==> src/design/lfpd_pkg.sv <==
// ----------------------------------------------------------------------------
// lfpd_pkg
// shared types and constants of the length-framed packet deframer
// ----------------------------------------------------------------------------
package lfpd_pkg;

  localparam int unsigned ByteW = 8;

  // frame position codes
  localparam logic [ByteW-1:0] PosHunt   = 8'd0;  // waiting for header byte
  localparam logic [ByteW-1:0] PosLength = 8'd1;  // next byte is the length
  localparam logic [ByteW-1:0] PosBody   = 8'd2;  // first payload byte

  // header, length and two check bytes around the payload
  localparam int unsigned FrameOverhead = 4;

  // input beat kinds
  localparam logic KindByte  = 1'b0;
  localparam logic KindError = 1'b1;

  typedef struct packed {
    logic             kind;
    logic [ByteW-1:0] rx_byte;
  } lfpd_item_t;

  typedef struct packed {
    logic             store_valid;
    logic [ByteW-1:0] store_index;
    logic [ByteW-1:0] store_byte;
    logic             packet_done;
    logic             packet_ok;
    logic [ByteW-1:0] payload_length;
    logic             length_error;
  } lfpd_result_t;

endpackage

==> src/design/lfpd_in_reg.sv <==
// ----------------------------------------------------------------------------
// lfpd_in_reg
// input register stage, holds one accepted beat until the core takes it
// ----------------------------------------------------------------------------
module lfpd_in_reg (
  input  logic                clk_i,
  input  logic                rst_ni,
  input  logic                in_valid_i,
  output logic                in_ready_o,
  input  lfpd_pkg::lfpd_item_t in_item_i,
  output logic                item_valid_o,
  output lfpd_pkg::lfpd_item_t item_o,
  input  logic                take_i
);
  import lfpd_pkg::*;

  logic       valid_q, valid_d;
  lfpd_item_t item_q;

  // free when empty or when the held beat moves on this cycle
  assign in_ready_o = !valid_q || take_i;
  assign valid_d    = (in_valid_i && in_ready_o) || (valid_q && !take_i);

  always_ff @(posedge clk_i or negedge rst_ni) begin
    if (!rst_ni) begin
      valid_q <= 1'b0;
    end else begin
      valid_q <= valid_d;
    end
  end

  always_ff @(posedge clk_i) begin
    if (in_valid_i && in_ready_o) begin
      item_q <= in_item_i;
    end
  end

  assign item_valid_o = valid_q;
  assign item_o       = item_q;

endmodule

==> src/design/lfpd_step.sv <==
// ----------------------------------------------------------------------------
// lfpd_step
// frame tracker and fletcher-16 sums, one beat per cycle while step_i is set
// ----------------------------------------------------------------------------
module lfpd_step #(
  parameter int unsigned MAX_PAYLOAD = 251
) (
  input  logic                  clk_i,
  input  logic                  rst_ni,
  input  logic                  cfg_we_i,
  input  logic [7:0]            cfg_data_i,
  input  logic                  step_i,
  input  lfpd_pkg::lfpd_item_t  item_i,
  output lfpd_pkg::lfpd_result_t result_o
);
  import lfpd_pkg::*;

  localparam logic [ByteW-1:0] MaxLen = ByteW'(MAX_PAYLOAD);

  logic [ByteW-1:0] header_q;
  logic [ByteW-1:0] pos_q, pos_d;
  logic [ByteW-1:0] len_q, len_d;
  logic [ByteW-1:0] sum_lo_q, sum_lo_d;
  logic [ByteW-1:0] sum_hi_q, sum_hi_d;
  logic [ByteW-1:0] sum_lo_n, sum_hi_n;
  logic             last_byte;

  // a + b mod 255, a below 255, so one conditional subtract
  function automatic logic [ByteW-1:0] add_mod255(input logic [ByteW-1:0] a,
                                                  input logic [ByteW-1:0] b);
    logic [ByteW:0] s;
    s = {1'b0, a} + {1'b0, b};
    if (s >= 9'd255) begin
      s = s - 9'd255;
    end
    return s[ByteW-1:0];
  endfunction

  assign sum_lo_n  = add_mod255(sum_lo_q, item_i.rx_byte);
  assign sum_hi_n  = add_mod255(sum_hi_q, sum_lo_n);
  assign last_byte = ({1'b0, pos_q} + 9'd1) >=
                     ({1'b0, len_q} + 9'(FrameOverhead));

  always_comb begin
    pos_d    = pos_q;
    len_d    = len_q;
    sum_lo_d = sum_lo_n;
    sum_hi_d = sum_hi_n;
    result_o = '0;
    if (item_i.kind == KindError) begin
      pos_d    = PosHunt;
      len_d    = '0;
      sum_lo_d = '0;
      sum_hi_d = '0;
    end else if (pos_q == PosHunt) begin
      if (item_i.rx_byte != header_q) begin
        sum_lo_d = '0;
        sum_hi_d = '0;
      end else begin
        pos_d = PosLength;
      end
    end else if (pos_q == PosLength) begin
      if (item_i.rx_byte > MaxLen) begin
        pos_d                 = PosHunt;
        len_d                 = '0;
        sum_lo_d              = '0;
        sum_hi_d              = '0;
        result_o.length_error = 1'b1;
      end else begin
        len_d = item_i.rx_byte;
        pos_d = PosBody;
      end
    end else begin
      result_o.store_valid = 1'b1;
      result_o.store_index = pos_q - PosBody;
      result_o.store_byte  = item_i.rx_byte;
      if (last_byte) begin
        result_o.packet_done    = 1'b1;
        result_o.packet_ok      = (sum_lo_n == '0) && (sum_hi_n == '0);
        result_o.payload_length = len_q;
        pos_d                   = PosHunt;
        sum_lo_d                = '0;
        sum_hi_d                = '0;
      end else begin
        pos_d = pos_q + 8'd1;
      end
    end
  end

  always_ff @(posedge clk_i or negedge rst_ni) begin
    if (!rst_ni) begin
      header_q <= '0;
      pos_q    <= PosHunt;
      len_q    <= '0;
      sum_lo_q <= '0;
      sum_hi_q <= '0;
    end else begin
      if (cfg_we_i) begin
        header_q <= cfg_data_i;
      end
      if (step_i) begin
        pos_q    <= pos_d;
        len_q    <= len_d;
        sum_lo_q <= sum_lo_d;
        sum_hi_q <= sum_hi_d;
      end
    end
  end

endmodule

==> src/design/lfpd_out_reg.sv <==
// ----------------------------------------------------------------------------
// lfpd_out_reg
// result register, holds a result beat until the consumer takes it
// ----------------------------------------------------------------------------
module lfpd_out_reg (
  input  logic                   clk_i,
  input  logic                   rst_ni,
  input  logic                   load_i,
  input  lfpd_pkg::lfpd_result_t result_i,
  output logic                   free_o,
  output logic                   out_valid_o,
  input  logic                   out_ready_i,
  output lfpd_pkg::lfpd_result_t result_o
);
  import lfpd_pkg::*;

  logic         valid_q, valid_d;
  lfpd_result_t result_q;

  assign free_o  = !valid_q || out_ready_i;
  assign valid_d = load_i || (valid_q && !out_ready_i);

  always_ff @(posedge clk_i or negedge rst_ni) begin
    if (!rst_ni) begin
      valid_q <= 1'b0;
    end else begin
      valid_q <= valid_d;
    end
  end

  always_ff @(posedge clk_i) begin
    if (load_i) begin
      result_q <= result_i;
    end
  end

  assign out_valid_o = valid_q;
  assign result_o    = result_q;

endmodule

==> src/design/length_framed_packet_deframer_unit.sv <==
// ----------------------------------------------------------------------------
// length_framed_packet_deframer_unit
// length-prefixed frame parser with fletcher-16 check for a uart byte stream
// ----------------------------------------------------------------------------
// Takes one beat per clock while s_axis_tready is high: either a received
// byte or a receive error event. The block hunts for the header byte in
// header_value, then reads a length byte, that many payload bytes and two
// check bytes. Every byte after the length comes out flagged for storage
// with its buffer index. On the last check byte the result beat carries done
// (tlast), the payload length and ok when both fletcher-16 sums (mod 255,
// over header through check bytes) are zero. A length above MAX_PAYLOAD
// drops the frame and raises length_error; an error event silently aborts
// any frame. Every input beat yields exactly one result beat, held first in
// the input register and then in the result register, where it waits while
// the consumer stalls. Throughput is one beat per clock while m_axis_tready
// stays high; the position counter and the two chained mod-255 adds update
// on every accepted beat. header_value is written through the cfg channel,
// which is always ready; write it only while the block is idle.
// ----------------------------------------------------------------------------
module length_framed_packet_deframer_unit #(
  parameter int unsigned MAX_PAYLOAD = 251
) (
  input  logic        clk_i,
  input  logic        rst_ni,
  // config write channel: header_value
  input  logic        cfg_valid_i,
  output logic        cfg_ready_o,
  input  logic [7:0]  cfg_data_i,
  // input beats
  input  logic        s_axis_tvalid,
  output logic        s_axis_tready,
  input  logic [7:0]  s_axis_tdata,   // [7:0] rx_byte
  input  logic        s_axis_tuser,   // [0] kind (1 = receive error)
  // result beats
  output logic        m_axis_tvalid,
  input  logic        m_axis_tready,
  output logic [23:0] m_axis_tdata,   // [7:0] store_index, [15:8] store_byte,
                                      // [23:16] payload_length
  output logic [2:0]  m_axis_tuser,   // [0] store_valid, [1] packet_ok,
                                      // [2] length_error
  output logic        m_axis_tlast    // packet_done
);
  import lfpd_pkg::*;

  lfpd_item_t   in_item;
  lfpd_item_t   item;
  logic         item_valid;
  lfpd_result_t step_result;
  lfpd_result_t out_result;
  logic         out_free;
  logic         advance;

  assign in_item.kind    = s_axis_tuser;
  assign in_item.rx_byte = s_axis_tdata;

  // held beat moves into the result register when that slot frees up
  assign advance = item_valid && out_free;

  assign cfg_ready_o = 1'b1;

  lfpd_in_reg u_in_reg (
    .clk_i        (clk_i),
    .rst_ni       (rst_ni),
    .in_valid_i   (s_axis_tvalid),
    .in_ready_o   (s_axis_tready),
    .in_item_i    (in_item),
    .item_valid_o (item_valid),
    .item_o       (item),
    .take_i       (advance)
  );

  // frame state only moves when a beat actually advances
  lfpd_step #(
    .MAX_PAYLOAD (MAX_PAYLOAD)
  ) u_step (
    .clk_i      (clk_i),
    .rst_ni     (rst_ni),
    .cfg_we_i   (cfg_valid_i && cfg_ready_o),
    .cfg_data_i (cfg_data_i),
    .step_i     (advance),
    .item_i     (item),
    .result_o   (step_result)
  );

  lfpd_out_reg u_out_reg (
    .clk_i       (clk_i),
    .rst_ni      (rst_ni),
    .load_i      (advance),
    .result_i    (step_result),
    .free_o      (out_free),
    .out_valid_o (m_axis_tvalid),
    .out_ready_i (m_axis_tready),
    .result_o    (out_result)
  );

  // pack result fields onto the stream
  assign m_axis_tdata = {out_result.payload_length, out_result.store_byte,
                         out_result.store_index};
  assign m_axis_tuser = {out_result.length_error, out_result.packet_ok,
                         out_result.store_valid};
  assign m_axis_tlast = out_result.packet_done;

endmodule

==> config.mk <==
export PLATFORM = sky130hd
export DESIGN_NAME = length_framed_packet_deframer_unit
export DESIGN_NICKNAME = d
export VERILOG_FILES = /design/src/design/lfpd_pkg.sv /design/src/design/lfpd_in_reg.sv /design/src/design/lfpd_step.sv /design/src/design/lfpd_out_reg.sv /design/src/design/length_framed_packet_deframer_unit.sv
export SDC_FILE = /design/constraint.sdc
export NUM_CORES = 1
export LEC_CHECK = 0
export ABC_AREA = 1
export BUFFER_PORTS_ARGS = -buffer_cell sky130_fd_sc_hd__buf_4
export CAP_MARGIN = 20
export CELL_PAD_IN_SITES_DETAIL_PLACEMENT = 1
export CELL_PAD_IN_SITES_GLOBAL_PLACEMENT = 2
export CORE_MARGIN = 2
export CORE_UTILIZATION = 32
export CTS_CLUSTER_SIZE = 30
export DETAILED_ROUTE_END_ITERATION = 6
export PLACE_DENSITY = 0.83
export SLEW_MARGIN = 5
export SYNTH_ARGS = -nofsm -noshare
export SYNTH_HDL_FRONTEND = slang
export SYNTH_SLANG_ARGS = --single-unit
==> constraint.sdc <==
create_clock -name clk_i -period 4.5 [get_ports clk_i]
set_clock_uncertainty 0.2 [all_clocks]
set_input_delay 0.45 -clock clk_i [delete_from_list [all_inputs] [get_ports clk_i]]
set_output_delay 0.45 -clock clk_i [all_outputs]
set_load 0.03 [all_outputs]
==> impl_metrics.env, run 1 <==
export IMPL_final_nets=819
export IMPL_final_cell_mix="nand2_1, buf_4, inv_1, nor2_1, dfrtp_1"
export IMPL_synth_edf_count=37
export IMPL_synth_avg_cell_area_um2=8.21
export IMPL_synthCells=633
export IMPL_violations="negative setup slack"
export IMPL_critical_path_arrival_ns=4.48
export IMPL_synth_area_um2=5190
export IMPL_die_w_um=131
export IMPL_insertion_delay_ns=0.35
export IMPL_timing_hold_ws_ns=0.0791
export IMPL_grt_pass1_vias=5121
export IMPL_post_place_ws_ns=-0.306
export IMPL_finalCritPeriodShare_pct=102
export IMPL_io_buffers=51
export IMPL_wirelength_mm=15.5
export IMPL_finalHoldViolations=0
export IMPL_fp_coreArea_um2=15900
export IMPL_path_clk_slew_ns=0.07
export IMPL_period_needed_ns=4.58
export IMPL_cp_top_family="simple AND/OR/NAND/NOR gates"
export IMPL_area_growth_pct=32.6
export IMPL_die_y_um=131
export IMPL_wl_per_cell_um=15.8
export IMPL_setup_viol=2
export IMPL_rrSetupSlack_ns=-0.08
export IMPL_cts_root_buf="clkbuf_16"
export IMPL_num_vias=4709
export IMPL_syn_num_nets=691
export IMPL_fin_ws_ns=-0.0823
export IMPL_crit_buf_inv=4
export IMPL_globalplace_congestion=0.847
export IMPL_clk_path_buf_depth=2
export IMPL_dieArea_um2=17300
export IMPL_async_flop_share_pct=53.2
export IMPL_drt_first_pass_iters=4
export IMPL_crit_fanout=4
export IMPL_slew_violations=0
export IMPL_grt_overflow_total=0
export IMPL_drcViolationCount=0
export IMPL_clkSinkCount=79
export IMPL_drt_iter0_drc=160
export IMPL_max_stage_delay_ns=0.59
export IMPL_grt_max_degree=43
export IMPL_final_common_cell="nand2_1"
export IMPL_final_core_util_pct=43.4
export IMPL_critPathLaunchType="flip-flop"
export IMPL_yosys_register_bits=79
export IMPL_maxSlewHeadroom_pct=44.5
export IMPL_powerDensity_nw_per_um2=813
export IMPL_num_antenna_cells=0
export IMPL_fin_cells=982
export IMPL_grt_pass1_wl_mm=25.7
export IMPL_fill_cells=1953
export IMPL_core_rowCount=46
export IMPL_synth_main_ff_cell="dfrtp_1"
export IMPL_rsz0062_at_grt="yes"
export IMPL_ys_types=44
export IMPL_detail_route_antenna_nets=0
export IMPL_grt_total_usage_pct=18.6
export IMPL_end_kind="flip-flop"
export IMPL_initial_utilization_pct=32.7
export IMPL_antenna_found_initial=0
export IMPL_dp_cells=922
export IMPL_vias_per_cell=4.80
export IMPL_cts_tree="done"
export IMPL_io_pins=53
export IMPL_status="complete, but fails checks"
export IMPL_vdd_drop_max_uv=539
export IMPL_dp_hpwl_mm=11.5
export IMPL_cts_made_buffers=9
export IMPL_ys_warn_count=0
export IMPL_worstPathRequired_ns=4.40
export IMPL_crit_type="flip-flop to flip-flop"
export IMPL_slowest_stage="fa_2"
export IMPL_htree_num_levels=3
export IMPL_fmax_mhz=218
export IMPL_hold_path_class="input port to flip-flop"
export IMPL_max_cap_viol_count=0
export IMPL_p_leak_nw=3.42
export IMPL_tightest_slew_ns=0.830
export IMPL_seq_area_frac_synth_pct=41.6
export IMPL_layout_drive_gt1_share_pct=30.2
-- power by group --
group,switching [mW],internal (mW),total [mW]
combinational,2.20,1.63,3.83
clock,0.324,0.437,0.761
sequential,0.104,0.908,1.01
-- sequential cells by signal, summed over array words and instances, names as in the netlist --
| register | count |
|---|---|
| u_step.sum_hi_q | 8 |
| u_in_reg.item_valid_o | 1 |
| u_out_reg.result_o | 28 |
| u_step.sum_lo_q | 8 |
| u_step.pos_q | 8 |
| u_in_reg.item_o | 9 |
| u_out_reg.out_valid_o | 1 |
| u_step.header_q | 8 |
| u_step.len_q | 8 |
-- per-stage QoR --
stage	power [mW]	area [um2]	setup TNS, ns
2_1_floorplan	3.06	5190	0
3_3_place_gp	3.87	6020	-0.196
3_5_place_dp	3.98	6020	-1.42
4_1_cts	5.28	6720	-0.0416
5_1_grt	6.09	6890	-1.36
6_report	5.60	6890	-0.0942
-- synthesized netlist by cell type (all sizes together), types with 7 or more instances --
library cell | n | area, um2
nand4 | 20 | 140
o21ai | 23 | 115
nand3 | 48 | 293
dfrtp | 42 | 1050
inv | 105 | 394
a21oi | 21 | 113
o22ai | 8 | 50.1
edfxtp | 37 | 1110
xor2 | 16 | 140
ha | 34 | 425
nor3 | 7 | 68.8
nor2 | 59 | 272
nand2 | 174 | 688
-- path summary, 6_finish.rpt --
path	start	end	cells after the start
setup / recovery	u_in_reg.item_o[0]	u_out_reg.result_o[9]	26
hold / removal	s_axis_tdata[3]	u_in_reg.item_o[3]	1
setup reg to reg	u_in_reg.item_o[0]	u_out_reg.result_o[9]	26
hold reg to reg	u_step.sum_lo_q[7]	u_step.sum_lo_q[7]	2
max in group asynchronous	rst_ni	u_step.len_q[6]	2
min in group asynchronous	rst_ni	u_step.header_q[7]	2
-- kinds of logic (layout without fill, tap and decap cells) --
group / after synthesis / after routing / share of synthesized area [%]
xor gates and xnor gates: 21 / 21 / 3.68
and+or+nand+nor: 317 / 318 / 29.4
muxes: 4 / 4 / 0.867
DFF: 79 / 79 / 41.6
buffers and inverters: 116 / 248 / 9.06
adders and majority gates: 36 / 36 / 8.96
other: 1 / 1 / 0.0722
AOI/OAI and AO/OA: 59 / 59 / 6.31
-- layout make-up --
cell class,count,area (um2),share of cell area [%]
sequential,79,2160,31.4
clock buffer,9,225,3.27
timing repair buffer,126,956,13.9
inverter,106,398,5.78
multi-input combinational,439,2800,40.6
tap,216,270,3.92
clock inverter,7,81.3,1.18
-- timing repair --
item | 4_1_cts | 5_1_grt
endpoints found under the hold margin | 42 | 0
setup endpoints to repair | 8 | 8
cloned | 1 | 0
pin swaps | 22 | 17
hold buffers | 1 | 0
gates resized for setup | 36 | 25
buffers inserted | 30 | 12
-- per-layer routing --
metal | up-vias | wire length (um) | part of all wire [%] | global-route usage, %
met2 | 51 | 8290 | 53 | 34.8
met5 | - | 0 | 0 | 0
li1 | 2308 | - | - | -
met4 | 0 | 239 | 1.5 | 5.50
met3 | 24 | 352 | 2.3 | 2.93
met1 | 2326 | 6620 | 43 | 21.6
Note: power is estimated with default switching activity, not from simulation.
==> run 2, diff against run 1 <==
CTS_CLUSTER_DIAMETER = 60   (was default)
HOLD_SLACK_MARGIN = 0.08   (was default)
==> run 2 against run 1 <==
Compared with the run above:
- the run still ends with negative setup slack left
- count of clock-buffer cells in the layout stayed put
- sequential power barely moved
- routed wire length up 0.99%
- clock power is essentially flat
- critical path type unchanged
==> impl_metrics.env, run 2 (same netlist as run 1, synthesis figures left out) <==
export IMPL_powerDensity_nw_per_um2=804
export IMPL_end_kind="flip-flop"
export IMPL_die_y_um=131
export IMPL_initial_utilization_pct=32.7
export IMPL_fin_ws_ns=-0.0788
export IMPL_fill_cells=1953
export IMPL_dieArea_um2=17300
export IMPL_fin_cells=990
export IMPL_finalPower_mw=5.61
export IMPL_htree_num_levels=3
export IMPL_cts_tree="done"
export IMPL_multi_input_area_um2=2800
export IMPL_worstReg2RegStart="u_in_reg.item_o[0]"
export IMPL_wl_per_cell_um=15.8
export IMPL_maxSlewHeadroom_pct=44.3
export IMPL_fmax_mhz=218
export IMPL_drt_iter0_drc=156
export IMPL_intPower_mw=2.98
export IMPL_grt_overflow_total=0
export IMPL_grt_total_usage_pct=18.7
export IMPL_violations="negative setup slack"
export IMPL_tightest_slew_ns=0.834
export IMPL_detail_route_antenna_nets=0
export IMPL_status="complete, but fails checks"
export IMPL_grt_pass1_vias=5171
export IMPL_slowest_stage="fa_2"
export IMPL_period_needed_ns=4.58
export IMPL_rr_worst_depth=26
export IMPL_critical_path_arrival_ns=4.48
export IMPL_sequentialPowerShare_pct=18.0
export IMPL_core_rowCount=46
export IMPL_finalHoldViolations=0
export IMPL_num_vias=4760
export IMPL_drcViolationCount=0
export IMPL_io_pins=53
export IMPL_crit_buf_inv=4
export IMPL_clkSinkCount=79
export IMPL_final_common_cell="nand2_1"
export IMPL_io_buffers=51
export IMPL_layout_drive_gt1_share_pct=29.7
export IMPL_fp_coreArea_um2=15900
export IMPL_path_depth=26
export IMPL_final_design_area_no_fill_um2=6970
export IMPL_regArea_um2=2160
export IMPL_grt_max_degree=43
export IMPL_crit_start="u_in_reg.item_o[0]"
export IMPL_path_clk_slew_ns=0.07
export IMPL_antenna_found_initial=0
export IMPL_rsz0062_at_grt="yes"
export IMPL_insertion_delay_ns=0.35
export IMPL_placed_area_um2=6020
export IMPL_holdCritStartpoint="s_axis_tvalid"
export IMPL_dp_cells=922
export IMPL_max_cap_viol_count=0
export IMPL_largest_register_ff_count=28
export IMPL_setup_tns_final_ns=-0.0877
export IMPL_area_growth_pct=34.2
export IMPL_p_leak_nw=3.45
export IMPL_vias_per_cell=4.81
export IMPL_finalCritPeriodShare_pct=102
export IMPL_hold_path_class="input port to flip-flop"
export IMPL_p_clk_share_pct=13.6
export IMPL_critPathLaunchType="flip-flop"
export IMPL_crit_fanout=4
export IMPL_hold_depth=3
export IMPL_final_nets=827
export IMPL_max_stage_delay_ns=0.59
export IMPL_wirelength_mm=15.7
export IMPL_worstPathRequired_ns=4.40
export IMPL_num_antenna_cells=0
export IMPL_final_cell_mix="nand2_1, buf_4, inv_1, nor2_1, dfrtp_1"
export IMPL_p_switching_mw=2.63
export IMPL_grt_pass1_wl_mm=25.9
export IMPL_dp_hpwl_mm=11.5
export IMPL_slew_violations=0
export IMPL_combinationalPowerShare_pct=68.4
export IMPL_setup_viol=2
export IMPL_drt_first_pass_iters=4
export IMPL_clk_path_buf_depth=2
export IMPL_crit_type="flip-flop to flip-flop"
export IMPL_cts_made_buffers=9
export IMPL_vdd_drop_max_uv=539
export IMPL_cts_root_buf="clkbuf_16"
export IMPL_die_w_um=131
export IMPL_cp_top_family="simple AND/OR/NAND/NOR gates"
export IMPL_sw_frac_of_total_pct=46.8
export IMPL_globalplace_congestion=0.847
run 2: cell count changes in the layout (fill, tap and decap cells not counted):
cell	delta
buf_4	-1
dlygate4sd3_1	+9
run 2: timing repair:
item	in CTS	in global routing
buffers inserted	30	11
hold buffers	10	0
hold endpoints to repair	51	0
pin swaps	22	17
endpoints found under the setup margin	8	8
gates cloned	1	0
resized for setup	36	25
run 2: path summary, 6_finish.rpt:
check / endpoint / slack [ns]
max reg2reg: u_out_reg.result_o[9] / -0.08
min reg2reg: u_step.sum_lo_q[6] / 0.30
max: u_out_reg.result_o[9] / -0.08
min: u_in_reg.item_valid_o / 0.1
min in group asynchronous: u_step.header_q[7] / 0.47
max in group asynchronous: u_step.sum_hi_q[5] / 3.23
run 2: final cells by class:
class | instances | share of cell area (%)
inverters | 106 | 5.71
repair buffers | 134 | 14.9
multi-input cells | 439 | 40.1
flip-flops and latches | 79 | 31.0
well taps | 216 | 3.88
clock buffers | 9 | 3.23
clock inverters | 7 | 1.17
run 2: layer usage:
metal  share of wire, %  vias up  global-route usage [%]
li1                   -     2323                       -
met1                 42     2355                    21.6
met2                 53       60                    35.3
met3                2.8       22                    2.93
met4                1.4        0                    5.50
met5                  0        -                       0
run 2: metrics by stage:
| step | hold WS, ns | setup WS (ns) | utilization [%] |
|---|---|---|---|
| after floorplan | -0.0456 | 0.0307 | - |
| after global placement | 0.271 | -0.133 | 37.9 |
| after detailed placement | 0.280 | -0.306 | 37.9 |
| after CTS | 0.0915 | -0.0416 | 42.8 |
| after global routing | 0.104 | -0.316 | 43.9 |
| final | 0.0998 | -0.0788 | 43.9 |
run 2: worst register-to-register path: cells and delay by family (launching register included):
kind,cells,cell delay (ns)
fa+ha+maj,5,1.56
buf+inv,4,0.35
flops,1,0.40
simple gates,17,1.84
run 2: power by group through the flow:
stage	clock network [mW]	logic, mW	registers [mW]
2_1_floorplan	0	1.99	1.06
3_3_place_gp	0	2.86	1.02
3_5_place_dp	0	2.96	1.02
4_1_cts	0.777	3.49	1.01
5_1_grt	0.809	4.26	1.03
6_report	0.761	3.84	1.01
